## config.mk

```make
export PLATFORM = sky130hd
export DESIGN_NAME = timecode_to_rational_time_top_flat
export DESIGN_NICKNAME = d
export VERILOG_FILES = /design/src/hw/rtl/tcrt_pkg.sv /design/src/hw/rtl/tcrt_in_if.sv /design/src/hw/rtl/tcrt_out_if.sv /design/src/hw/rtl/tcrt_in_stage.sv /design/src/hw/rtl/tcrt_calc_stage.sv /design/src/hw/rtl/timecode_to_rational_time_top.sv /design/src/flat_wrapper.sv
export VERILOG_INCLUDE_DIRS = /design/src /design/src/hw/rtl
export SDC_FILE = /design/constraint.sdc
export NUM_CORES = 1
export LEC_CHECK = 0
export BUFFER_PORTS_ARGS = -buffer_cell sky130_fd_sc_hd__buf_2
export CAP_MARGIN = 10
export CORE_MARGIN = 2
export CORE_UTILIZATION = 60
export DETAILED_ROUTE_END_ITERATION = 6
export PLACE_DENSITY = 0.83
export SLEW_MARGIN = 20
export SYNTH_ARGS = -nofsm -noshare
export SYNTH_HDL_FRONTEND = slang
export SYNTH_HIERARCHICAL = 1
export SYNTH_SLANG_ARGS = --single-unit
```

## constraint.sdc

```tcl
create_clock -name clk -period 12.7 [get_ports clk]
set_input_delay 1.27 -clock clk [delete_from_list [all_inputs] [get_ports clk]]
set_output_delay 1.27 -clock clk [all_outputs]
set_load 0.01 [all_outputs]
```

## src/hw/rtl/timecode_to_rational_time_top_macros.svh

```systemverilog
// Assertion macros for the timecode converter; they expect clk and rst_n in scope.
`ifndef TIMECODE_TO_RATIONAL_TIME_TOP_MACROS_SVH
`define TIMECODE_TO_RATIONAL_TIME_TOP_MACROS_SVH

// Same-cycle implication.
`define TCRT_ASSERT_IMP(lbl, ante, cons, msg) \
  lbl: assert property (@(posedge clk) disable iff (!rst_n) (ante) |-> (cons)) \
    else $error(msg);

// Next-cycle implication.
`define TCRT_ASSERT_NXT(lbl, ante, cons, msg) \
  lbl: assert property (@(posedge clk) disable iff (!rst_n) (ante) |=> (cons)) \
    else $error(msg);

`endif

```

## src/hw/rtl/tcrt_pkg.sv

```systemverilog
// Types, rate codes and coefficient table for the timecode converter.
package tcrt_pkg;

  localparam logic [3:0] RC_24    = 4'd1;
  localparam logic [3:0] RC_24_B  = 4'd2;
  localparam logic [3:0] RC_25    = 4'd3;
  localparam logic [3:0] RC_29_97 = 4'd4;
  localparam logic [3:0] RC_30    = 4'd5;
  localparam logic [3:0] RC_50    = 4'd6;
  localparam logic [3:0] RC_59_94 = 4'd7;
  localparam logic [3:0] RC_60    = 4'd8;

  localparam logic [15:0] ERR_SCALE = 16'd1;
  localparam logic [10:0] DROP_TEN_MIN_K = 11'd2000;

  typedef struct packed {
    logic [4:0]        hours;
    logic [5:0]        minutes;
    logic [5:0]        seconds;
    logic [5:0]        frame_count;
    logic signed [7:0] frame_adjust;
    logic              half_frame;
    logic [3:0]        rate_code;
    logic              drop_mode;
  } tcrt_in_t;

  typedef struct packed {
    logic signed [31:0] time_value;
    logic [15:0]        time_scale;
    logic               bad_rate;
  } tcrt_out_t;

  // Per-field weights, already scaled by 1000.
  typedef struct packed {
    logic [27:0] kh;
    logic [21:0] km;
    logic [10:0] kd;
    logic [15:0] ks;
    logic [15:0] scale;
    logic        bad;
  } tcrt_coef_t;

  function automatic tcrt_coef_t tcrt_coef(input logic [3:0] code, input logic drop);
    tcrt_coef_t c;
    c = '{kh: '0, km: '0, kd: '0, ks: '0, scale: ERR_SCALE, bad: 1'b1};
    unique case (code)
      RC_24: begin
        c = drop ? '{28'd86292000, 22'd1438000, DROP_TEN_MIN_K, 16'd24000, 16'd24000, 1'b0}
                 : '{28'd86400000, 22'd1440000, 11'd0, 16'd24000, 16'd24000, 1'b0};
      end
      RC_24_B:  c = '{28'd86400000, 22'd1440000, 11'd0, 16'd24000, 16'd24000, 1'b0};
      RC_25:    c = '{28'd90000000, 22'd1500000, 11'd0, 16'd25000, 16'd25000, 1'b0};
      RC_29_97: begin
        c = drop ? '{28'd107892000, 22'd1798000, DROP_TEN_MIN_K, 16'd30000, 16'd29970, 1'b0}
                 : '{28'd108000000, 22'd1800000, 11'd0, 16'd30000, 16'd29970, 1'b0};
      end
      RC_30:    c = '{28'd108000000, 22'd1800000, 11'd0, 16'd30000, 16'd30000, 1'b0};
      RC_50:    c = '{28'd180000000, 22'd3000000, 11'd0, 16'd50000, 16'd50000, 1'b0};
      RC_59_94: begin
        c = drop ? '{28'd215892000, 22'd3598000, DROP_TEN_MIN_K, 16'd60000, 16'd59940, 1'b0}
                 : '{28'd216000000, 22'd3600000, 11'd0, 16'd60000, 16'd59940, 1'b0};
      end
      RC_60:    c = '{28'd216000000, 22'd3600000, 11'd0, 16'd60000, 16'd60000, 1'b0};
      default:  c = '{kh: '0, km: '0, kd: '0, ks: '0, scale: ERR_SCALE, bad: 1'b1};
    endcase
    return c;
  endfunction

endpackage

```

## src/hw/rtl/tcrt_in_if.sv

```systemverilog
// Timecode request channel.
interface tcrt_in_if;
  logic              valid;
  logic              ready;
  tcrt_pkg::tcrt_in_t payload;

  modport source (output valid, output payload, input ready);
  modport sink   (input valid, input payload, output ready);
endinterface

```

## src/hw/rtl/tcrt_out_if.sv

```systemverilog
// Frame-time result channel.
interface tcrt_out_if;
  logic               valid;
  logic               ready;
  tcrt_pkg::tcrt_out_t payload;

  modport source (output valid, output payload, input ready);
  modport sink   (input valid, input payload, output ready);
endinterface

```

## src/hw/rtl/tcrt_in_stage.sv

```systemverilog
// Input register stage for timecode requests.
module tcrt_in_stage (
  input  logic        clk,
  input  logic        rst_n,
  tcrt_in_if.sink     in_ch,
  tcrt_in_if.source   fwd
);

  logic               vld_r;
  logic               vld_nxt;
  tcrt_pkg::tcrt_in_t pl_r;

  assign in_ch.ready = !vld_r || fwd.ready;
  assign fwd.valid   = vld_r;
  assign fwd.payload = pl_r;

  always_comb begin
    vld_nxt = vld_r;
    if (in_ch.ready) begin
      vld_nxt = in_ch.valid;
    end
  end

  always_ff @(posedge clk) begin
    if (!rst_n) begin
      vld_r <= 1'b0;
    end else begin
      vld_r <= vld_nxt;
    end
  end

  always_ff @(posedge clk) begin
    if (in_ch.ready && in_ch.valid) begin
      pl_r <= in_ch.payload;
    end
  end

endmodule

```

## src/hw/rtl/tcrt_calc_stage.sv

```systemverilog
// Frame-time arithmetic and result register.
module tcrt_calc_stage (
  input  logic        clk,
  input  logic        rst_n,
  tcrt_in_if.sink     fwd,
  tcrt_out_if.source  out_ch
);

  tcrt_pkg::tcrt_in_t   p;
  tcrt_pkg::tcrt_coef_t c;
  logic [13:0]          mn_x205;
  logic [2:0]           mn_div10;
  logic signed [8:0]    fr;
  logic [31:0]          p_h;
  logic [31:0]          p_m;
  logic [31:0]          p_d;
  logic [31:0]          p_s;
  logic [31:0]          p_f;
  logic [31:0]          half_k;
  logic [31:0]          sum;
  tcrt_pkg::tcrt_out_t  res;

  logic                 vld_r;
  logic                 vld_nxt;
  tcrt_pkg::tcrt_out_t  pl_r;

  assign p = fwd.payload;
  assign c = tcrt_pkg::tcrt_coef(p.rate_code, p.drop_mode);

  // minutes / 10 as a reciprocal multiply, exact for 0..63
  assign mn_x205  = 14'(p.minutes) * 14'd205;
  assign mn_div10 = mn_x205[13:11];

  assign fr = $signed({3'b000, p.frame_count}) + $signed({p.frame_adjust[7], p.frame_adjust});

  // All weights are pre-scaled by 1000 so each term is one constant multiply.
  assign p_h    = 32'(p.hours) * 32'(c.kh);
  assign p_m    = 32'(p.minutes) * 32'(c.km);
  assign p_d    = 32'(mn_div10) * 32'(c.kd);
  assign p_s    = 32'(p.seconds) * 32'(c.ks);
  assign p_f    = unsigned'(32'(fr) * 32'sd1000);
  assign half_k = p.half_frame ? 32'd500 : 32'd0;
  assign sum    = p_h + p_m + p_d + p_s + p_f + half_k;

  always_comb begin
    res.time_value = c.bad ? 32'sd0 : signed'(sum);
    res.time_scale = c.scale;
    res.bad_rate   = c.bad;
  end

  assign fwd.ready      = !vld_r || out_ch.ready;
  assign out_ch.valid   = vld_r;
  assign out_ch.payload = pl_r;

  always_comb begin
    vld_nxt = vld_r;
    if (fwd.ready) begin
      vld_nxt = fwd.valid;
    end
  end

  always_ff @(posedge clk) begin
    if (!rst_n) begin
      vld_r <= 1'b0;
    end else begin
      vld_r <= vld_nxt;
    end
  end

  always_ff @(posedge clk) begin
    if (fwd.ready && fwd.valid) begin
      pl_r <= res;
    end
  end

endmodule

```

## src/hw/rtl/timecode_to_rational_time_top.sv

```systemverilog
// Timecode to frame-time converter, top level.
// Converts one timecode per request into a time in thousandths of a frame plus
// its units-per-second scale. A request is accepted every clock cycle as long as
// the result side keeps taking results. A request goes through one input
// register, then the constant multiply-add tree into the result register.
// Unknown rate codes give value 0, scale 1 and bad_rate set.
`include "timecode_to_rational_time_top_macros.svh"
module timecode_to_rational_time_top (
  input  logic       clk,
  input  logic       rst_n,
  tcrt_in_if.sink    in_ch,
  tcrt_out_if.source out_ch
);

  tcrt_in_if mid ();

  tcrt_in_stage u_in (
    .clk   (clk),
    .rst_n (rst_n),
    .in_ch (in_ch),
    .fwd   (mid.source)
  );

  tcrt_calc_stage u_calc (
    .clk    (clk),
    .rst_n  (rst_n),
    .fwd    (mid.sink),
    .out_ch (out_ch)
  );

  `TCRT_ASSERT_IMP(a_bad_zero, out_ch.valid && out_ch.payload.bad_rate, out_ch.payload.time_value == 32'sd0, "bad rate result has nonzero value")
  `TCRT_ASSERT_IMP(a_bad_scale, out_ch.valid, out_ch.payload.bad_rate == (out_ch.payload.time_scale == tcrt_pkg::ERR_SCALE), "bad_rate and scale disagree")
  `TCRT_ASSERT_NXT(a_advance, mid.valid && mid.ready, out_ch.valid, "accepted request did not reach result register")
  `TCRT_ASSERT_IMP(a_stall, !in_ch.ready, mid.valid && !mid.ready, "input stalled with room in pipeline")

endmodule

```

## src/flat_wrapper.sv

```systemverilog
// flat-port wrapper written by rule: the top's interface ports become plain ports
module timecode_to_rational_time_top_flat 
  (clk, rst_n, in_ch_valid, in_ch_payload, in_ch_ready, out_ch_valid, out_ch_payload, out_ch_ready);
  tcrt_in_if in_ch_i ();
  tcrt_out_if out_ch_i ();
  input  logic clk;
  input  logic rst_n;
  input wire logic [$bits(in_ch_i.valid)-1:0] in_ch_valid;
  input wire logic [$bits(in_ch_i.payload)-1:0] in_ch_payload;
  output wire logic [$bits(in_ch_i.ready)-1:0] in_ch_ready;
  output wire logic [$bits(out_ch_i.valid)-1:0] out_ch_valid;
  output wire logic [$bits(out_ch_i.payload)-1:0] out_ch_payload;
  input wire logic [$bits(out_ch_i.ready)-1:0] out_ch_ready;
  assign in_ch_i.valid = in_ch_valid;
  assign in_ch_i.payload = in_ch_payload;
  assign in_ch_ready = in_ch_i.ready;
  assign out_ch_valid = out_ch_i.valid;
  assign out_ch_payload = out_ch_i.payload;
  assign out_ch_i.ready = out_ch_ready;
  timecode_to_rational_time_top u_core (.clk(clk), .rst_n(rst_n), .in_ch(in_ch_i), .out_ch(out_ch_i));
endmodule
```

# Word level (Yosys, flattened, before mapping)
# Index checks and enable logic that the tools add are counted.
dict set report word_totals {
  reg_bits 88
  inputBits 41
  output_inout_bits 51
}
dict set report classes {
  add_sub_neg 6
  n_mul 6
  n_eq_ne 8
  n_mux 5
  n_reduce_logical 6
}
# cell count
set ops {}
lappend ops {{$pmux 94 s8} 1}
lappend ops {{$mux 83} 2}
lappend ops {{$mux 84} 1}
lappend ops {{$add 32x14->32} 1}
lappend ops {{$add 32x22->32} 1}
lappend ops {{$add 32x28->32} 1}
lappend ops {{$add 32x32->32} 1}
lappend ops {{$add 32x9->32} 1}
lappend ops {{$mul 5x28->32} 1}
lappend ops {{$mul 6x22->28} 1}
lappend ops {{$mul 6x16->22} 1}
lappend ops {{$mul 9x8->17 const B} 1}
lappend ops {{$eq 4x3->1 const B} 4}
lappend ops {{$mul 3x11->14} 1}
lappend ops {{$mul 6x8->14 const B} 1}
lappend ops {{$add 7x8->9} 1}
lappend ops {{$mux 9} 1}
lappend ops {{$eq 4x2->1 const B} 2}
lappend ops {{$eq 4x1->1 const B} 1}
lappend ops {{$eq 4x4->1 const B} 1}
lappend ops {{$logic_and 1x1->1} 2}
lappend ops {{$logic_not 1->1} 2}
lappend ops {{$logic_or 1x1->1} 2}

# Depth between registers and ports, before layout
dict set report depth {
  ltp_word 8
  ltp_mapped 46
}

# Cells and area by module
# Netlist, hierarchy kept.
# mod n_inst cells_each area_per_inst_um2
set by_module_without_submodules {}
lappend by_module_without_submodules {tcrt_calc_stage 1 1770 15941.5}
lappend by_module_without_submodules {tcrt_in_stage 1 42 1168.6}

# Least setup slack after synthesis
# No wires, ideal clock.
dict set report synth_timing {
  kind {register to register}
  start {register u_core.u_in.pl_r (netlist bit u_core/u_in/fwd.payload[7])}
  end {register u_core.u_calc.pl_r (netlist bit u_core/u_calc/out_ch.payload[46]), data pin}
  arrival_time_ps 10787
  path_slack_ps 1653
  path_stages_with_launch 45
  path_buffers 0
  cell_sequence {edfxtp_1 > ha_1 > a21o_1 > a21oi_1 > o21bai_1 > a21oi_1 > nor4b_1 > nor3b_1 > inv_1 > ha_1 > xor2_1 > fa_1 > inv_1 > fa_1 > inv_1 > fa_1 > inv_1 > ha_1 > [9 not listed] > inv_1 > fa_1 > inv_1 > fa_1 > inv_1 > fa_1 > inv_1 > fa_1 > inv_1 > ha_1 > a21oi_1 > nand2_1 > or3_1 > a211o_1 > a31oi_1 > nand2b_1 > a21oi_1 > mux2i_1}
}
dict set report synth_between {
  elab_chain_cells 4
}
# item line
set synth_lines {}
lappend synth_lines {{start, declared} tcrt_in_stage.sv:11} ;# tcrt_pkg::tcrt_in_t pl_r;
lappend synth_lines {{start signal, assigned} tcrt_in_stage.sv:34} ;# pl_r <= in_ch.payload;
lappend synth_lines {{$add 7x8->9} tcrt_calc_stage.sv:34} ;# assign fr = $signed({3'b000, p.frame_count}) + $signed({p.frame_adjust[7], p.frame_adjust});
lappend synth_lines {{$mul 9x8->17} tcrt_calc_stage.sv:41} ;# assign p_f = unsigned'(32'(fr) * 32'sd1000);
lappend synth_lines {{$add 32x32->32} tcrt_calc_stage.sv:43} ;# assign sum = p_h + p_m + p_d + p_s + p_f + half_k;
lappend synth_lines {{$add 32x9->32} tcrt_calc_stage.sv:43}
lappend synth_lines {{end signal, assigned} tcrt_calc_stage.sv:72} ;# pl_r <= res;
lappend synth_lines {{end, declared} tcrt_calc_stage.sv:25} ;# tcrt_pkg::tcrt_out_t pl_r;
# No other way between the ends.
# A chain may end at the register's enable or synchronous reset.

# Worst setup path after layout
dict set report layout_timing {
  start {register u_core.u_in.pl_r (netlist bit u_core/u_in/fwd.payload[6])}
  end {register u_core.u_calc.pl_r (netlist bit u_core/u_calc/out_ch.payload[47]), data pin}
}
# The elaborated chain is that of the path after synthesis.

==> metrics.txt <==
# TYPE chip_impl_metric gauge
chip_impl_metric{name="synth-edff-count",unit=""} 81
chip_impl_metric{name="grt_first_pass_wirelength",unit="um"} 66900
chip_impl_metric{name="antennaDiodeCount",unit=""} 0
chip_impl_metric{name="finalWirelength",unit="um"} 40400
chip_impl_metric{name="timing.critical_path.slowest_cell_delay",unit="ns"} 0.57
chip_impl_metric{name="worstPathArrival",unit="ns"} 11.82
chip_impl_info{name="critical_path.top_delay_family",value="adder cells"} 1
chip_impl_metric{name="hold_ws",unit="ns"} 0.514
chip_impl_metric{name="synth-async-reset-ratio",unit="%"} 0
chip_impl_metric{name="grt_antenna_before_repair",unit=""} 0
chip_impl_metric{name="top_level_ports",unit=""} 92
chip_impl_metric{name="clock_path_buffers",unit=""} 2
chip_impl_metric{name="dpl_cell_area",unit="mm2"} 0.0179
chip_impl_metric{name="postLayoutCellArea",unit="mm2"} 0.0182
chip_impl_metric{name="final_period_minus_worst_setup_slack",unit="ns"} 11.71
chip_impl_info{name="synth_ff_type",value="sky130_fd_sc_hd__edfxtp_1"} 1
chip_impl_metric{name="syn_inst",unit=""} 1812
chip_impl_metric{name="post_route_cells_drive_above_1_share",unit="%"} 7.04
chip_impl_metric{name="cts.repair.resized",unit=""} 0
chip_impl_info{name="layout.cells.most_common_list",value="sky130_fd_sc_hd__inv_1 (531), sky130_fd_sc_hd__fa_1 (321), sky130_fd_sc_hd__ha_1 (200)"} 1
chip_impl_metric{name="htreeDepth",unit=""} 3
chip_impl_metric{name="row_count",unit=""} 61
chip_impl_metric{name="routabilityCongestion",unit=""} 0.928
chip_impl_metric{name="syn-cell-area",unit="mm2"} 0.0171
chip_impl_metric{name="max_slew_margin",unit="%"} 21.4
chip_impl_metric{name="synth_seq_cells",unit=""} 83
chip_impl_metric{name="clock.fmax",unit="GHz"} 0.0854
chip_impl_metric{name="drv.max_cap_violation_count",unit=""} 0
chip_impl_metric{name="drtIter0Drc",unit=""} 922
chip_impl_metric{name="timing.final.crit_share",unit="%"} 92.2
chip_impl_info{name="run_status",value="complete, no violations"} 1
chip_impl_metric{name="first_global_vias",unit=""} 13300
chip_impl_metric{name="clkSlewWorstSetupHoldPaths",unit="ns"} 0.07
chip_impl_metric{name="drc",unit=""} 0
chip_impl_metric{name="critical_path_required",unit="ns"} 12.81
chip_impl_metric{name="holdBufCountCts",unit=""} 0
chip_impl_metric{name="portBuffers",unit=""} 89
chip_impl_metric{name="die_area",unit="mm2"} 0.0299
chip_impl_metric{name="synth-seq-area-share",unit="%"} 14.4
chip_impl_info{name="timing.critical_path.from_type",value="flip-flop"} 1
chip_impl_info{name="tritoncts",value="yes"} 1
chip_impl_metric{name="vias",unit=""} 12300
chip_impl_metric{name="yosys_warnings",unit=""} 6
chip_impl_metric{name="drt-vias-per-instance",unit=""} 5.48
chip_impl_info{name="hold_class",value="flip-flop to flip-flop"} 1
chip_impl_metric{name="drt-wirelength-per-cell",unit="um"} 17.9
chip_impl_info{name="setup.worst_path.class",value="flip-flop to flip-flop"} 1
chip_impl_info{name="critPathSlowestCell",value="sky130_fd_sc_hd__fa_1"} 1
chip_impl_metric{name="clock_skew",unit="ns"} 0.0145
chip_impl_info{name="ctsRootBufferMaster",value="sky130_fd_sc_hd__clkbuf_16"} 1
chip_impl_metric{name="final_nets",unit=""} 2432
chip_impl_metric{name="grt_max_degree",unit=""} 38
chip_impl_metric{name="cts_buf_count",unit=""} 9
chip_impl_metric{name="fillers",unit=""} 2204
chip_impl_metric{name="synth_cell_type_count",unit=""} 65
chip_impl_metric{name="flow.area_growth_from_synthesis",unit="%"} 6.28
chip_impl_metric{name="dieWidth",unit="um"} 173
chip_impl_metric{name="synth_area_per_cell",unit="um2"} 9.44
chip_impl_metric{name="timing.final.max_slew_violations",unit=""} 0
chip_impl_metric{name="global_route.usage.total",unit="%"} 28.8
chip_impl_metric{name="setup_viols_final",unit=""} 0
chip_impl_metric{name="insertion_delay",unit="ns"} 0.38
chip_impl_metric{name="place.detailed.hpwl",unit="um"} 33600
chip_impl_metric{name="hold_violations",unit=""} 0
chip_impl_metric{name="finalCoreUtilization",unit="%"} 65.1
chip_impl_metric{name="cts_setup_buffers",unit=""} 0
chip_impl_info{name="setup_repair_after_global_routing_missed_its_margin",value="no"} 1
chip_impl_metric{name="firstDrtPassIters",unit=""} 6
chip_impl_metric{name="clock_sinks",unit=""} 83
chip_impl_metric{name="core_area",unit="mm2"} 0.0279
chip_impl_metric{name="gr-total-overflow",unit=""} 0
chip_impl_metric{name="totalNegativeSetupSlack",unit="ns"} 0
chip_impl_info{name="mostFrequentLayoutCell",value="sky130_fd_sc_hd__inv_1"} 1
chip_impl_metric{name="die_height",unit="um"} 173
chip_impl_metric{name="drtAntennaViolNets",unit=""} 0
chip_impl_metric{name="initial_core_util",unit="%"} 61.3
chip_impl_metric{name="worst-path-max-fanout",unit=""} 9
chip_impl_metric{name="cp_num_buf_inv",unit=""} 10
chip_impl_metric{name="tightest_slew",unit="ns"} 1.17
chip_impl_info{name="critPathCaptureType",value="flip-flop"} 1
worst paths after layout:
kind,start,end,slack [ns],cells past startpoint
max,u_core/u_in/fwd.payload[6],u_core/u_calc/out_ch.payload[47],0.99,43
min reg2reg,u_core/u_in/fwd.valid,u_core/u_calc/out_ch.valid,0.51,2
max reg2reg,u_core/u_in/fwd.payload[6],u_core/u_calc/out_ch.payload[47],0.99,43
min,u_core/u_in/fwd.valid,u_core/u_calc/out_ch.valid,0.51,2
synthesized netlist by cell type (4+ instances only):
library cell	count	area (um2)
sky130_fd_sc_hd__inv_2	4	15.0
sky130_fd_sc_hd__nor3_1	19	95.1
sky130_fd_sc_hd__clkbuf_1	43	161
sky130_fd_sc_hd__edfxtp_1	81	2430
sky130_fd_sc_hd__or2_2	5	31.3
sky130_fd_sc_hd__a21oi_1	44	220
sky130_fd_sc_hd__inv_1	531	1990
sky130_fd_sc_hd__o21a_1	9	67.6
sky130_fd_sc_hd__nor2b_1	13	81.3
sky130_fd_sc_hd__a21o_1	17	128
sky130_fd_sc_hd__o21bai_1	5	37.5
sky130_fd_sc_hd__ha_1	200	2500
sky130_fd_sc_hd__o21ai_1	16	80.1
sky130_fd_sc_hd__nand2b_1	9	56.3
sky130_fd_sc_hd__nor3b_1	7	52.6
sky130_fd_sc_hd__or2_1	4	25.0
sky130_fd_sc_hd__and2_1	80	500
sky130_fd_sc_hd__nand3_1	17	85.1
sky130_fd_sc_hd__nor2_1	63	236
sky130_fd_sc_hd__and3_1	15	93.8
sky130_fd_sc_hd__o211ai_1	4	30.0
sky130_fd_sc_hd__buf_4	5	37.5
sky130_fd_sc_hd__fa_1	321	6430
sky130_fd_sc_hd__xnor2_1	32	280
sky130_fd_sc_hd__nand2_1	160	601
sky130_fd_sc_hd__o21ai_0	30	150
sky130_fd_sc_hd__xor2_1	17	149
sky130_fd_sc_hd__a31oi_1	5	31.3
routing by layer:
layer | up-vias | routed length [um] | global-route usage (%)
met5 | - | 0 | 0
li1 | 5587 | - | -
met1 | 6123 | 15300 | 36.3
met4 | 0 | 1390 | 10.5
met3 | 81 | 3550 | 6.22
met2 | 547 | 20100 | 48.9
worst min-delay path, cell delays in order (launching register included):
cell and delay [ns]:
sky130_fd_sc_hd__dfxtp_1 0.34, sky130_fd_sc_hd__inv_1 0.06, sky130_fd_sc_hd__a21boi_0 0.07
layout make-up:
class	count	area (um2)	share of cell area, %
multi-input cells	1143	12400	68.4
flip-flops and latches	83	2470	13.6
inverters	535	2010	11.0
repair buffers	98	513	2.82
well taps	378	473	2.60
clock buffers	9	225	1.24
clock inverters	7	50.0	0.275
registers in the layout (all words and copies together) (netlist names):
name,count
u_core/u_calc/out_ch.payload,44
u_core/u_in/fwd.payload,37
u_core/u_calc/out_ch.valid,1
u_core/u_in/fwd.valid,1
logic make-up (layout without fill, tap and decap cells):
group	count (synthesis)	count (layout)	synth area share, %
flops	83	83	14.4
fa+ha+maj	521	521	52.2
simple gates	403	403	11.4
compound gates	164	164	6.14
other cells	1	2	0.0219
mux	3	3	0.176
buf+inv	587	649	13.0
xor+xnor	50	50	2.64
metrics by stage:
stage	worst slack, ns	instances
CTS	0.600	2253
floorplan	1.65	1813
detailed placement	0.601	2237
finish	0.991	2253
global placement	0.912	2237
global route	0.187	2253
Power is not shown: default switching activity piles up to over one toggle a cycle in this logic, so the estimate is an artifact.
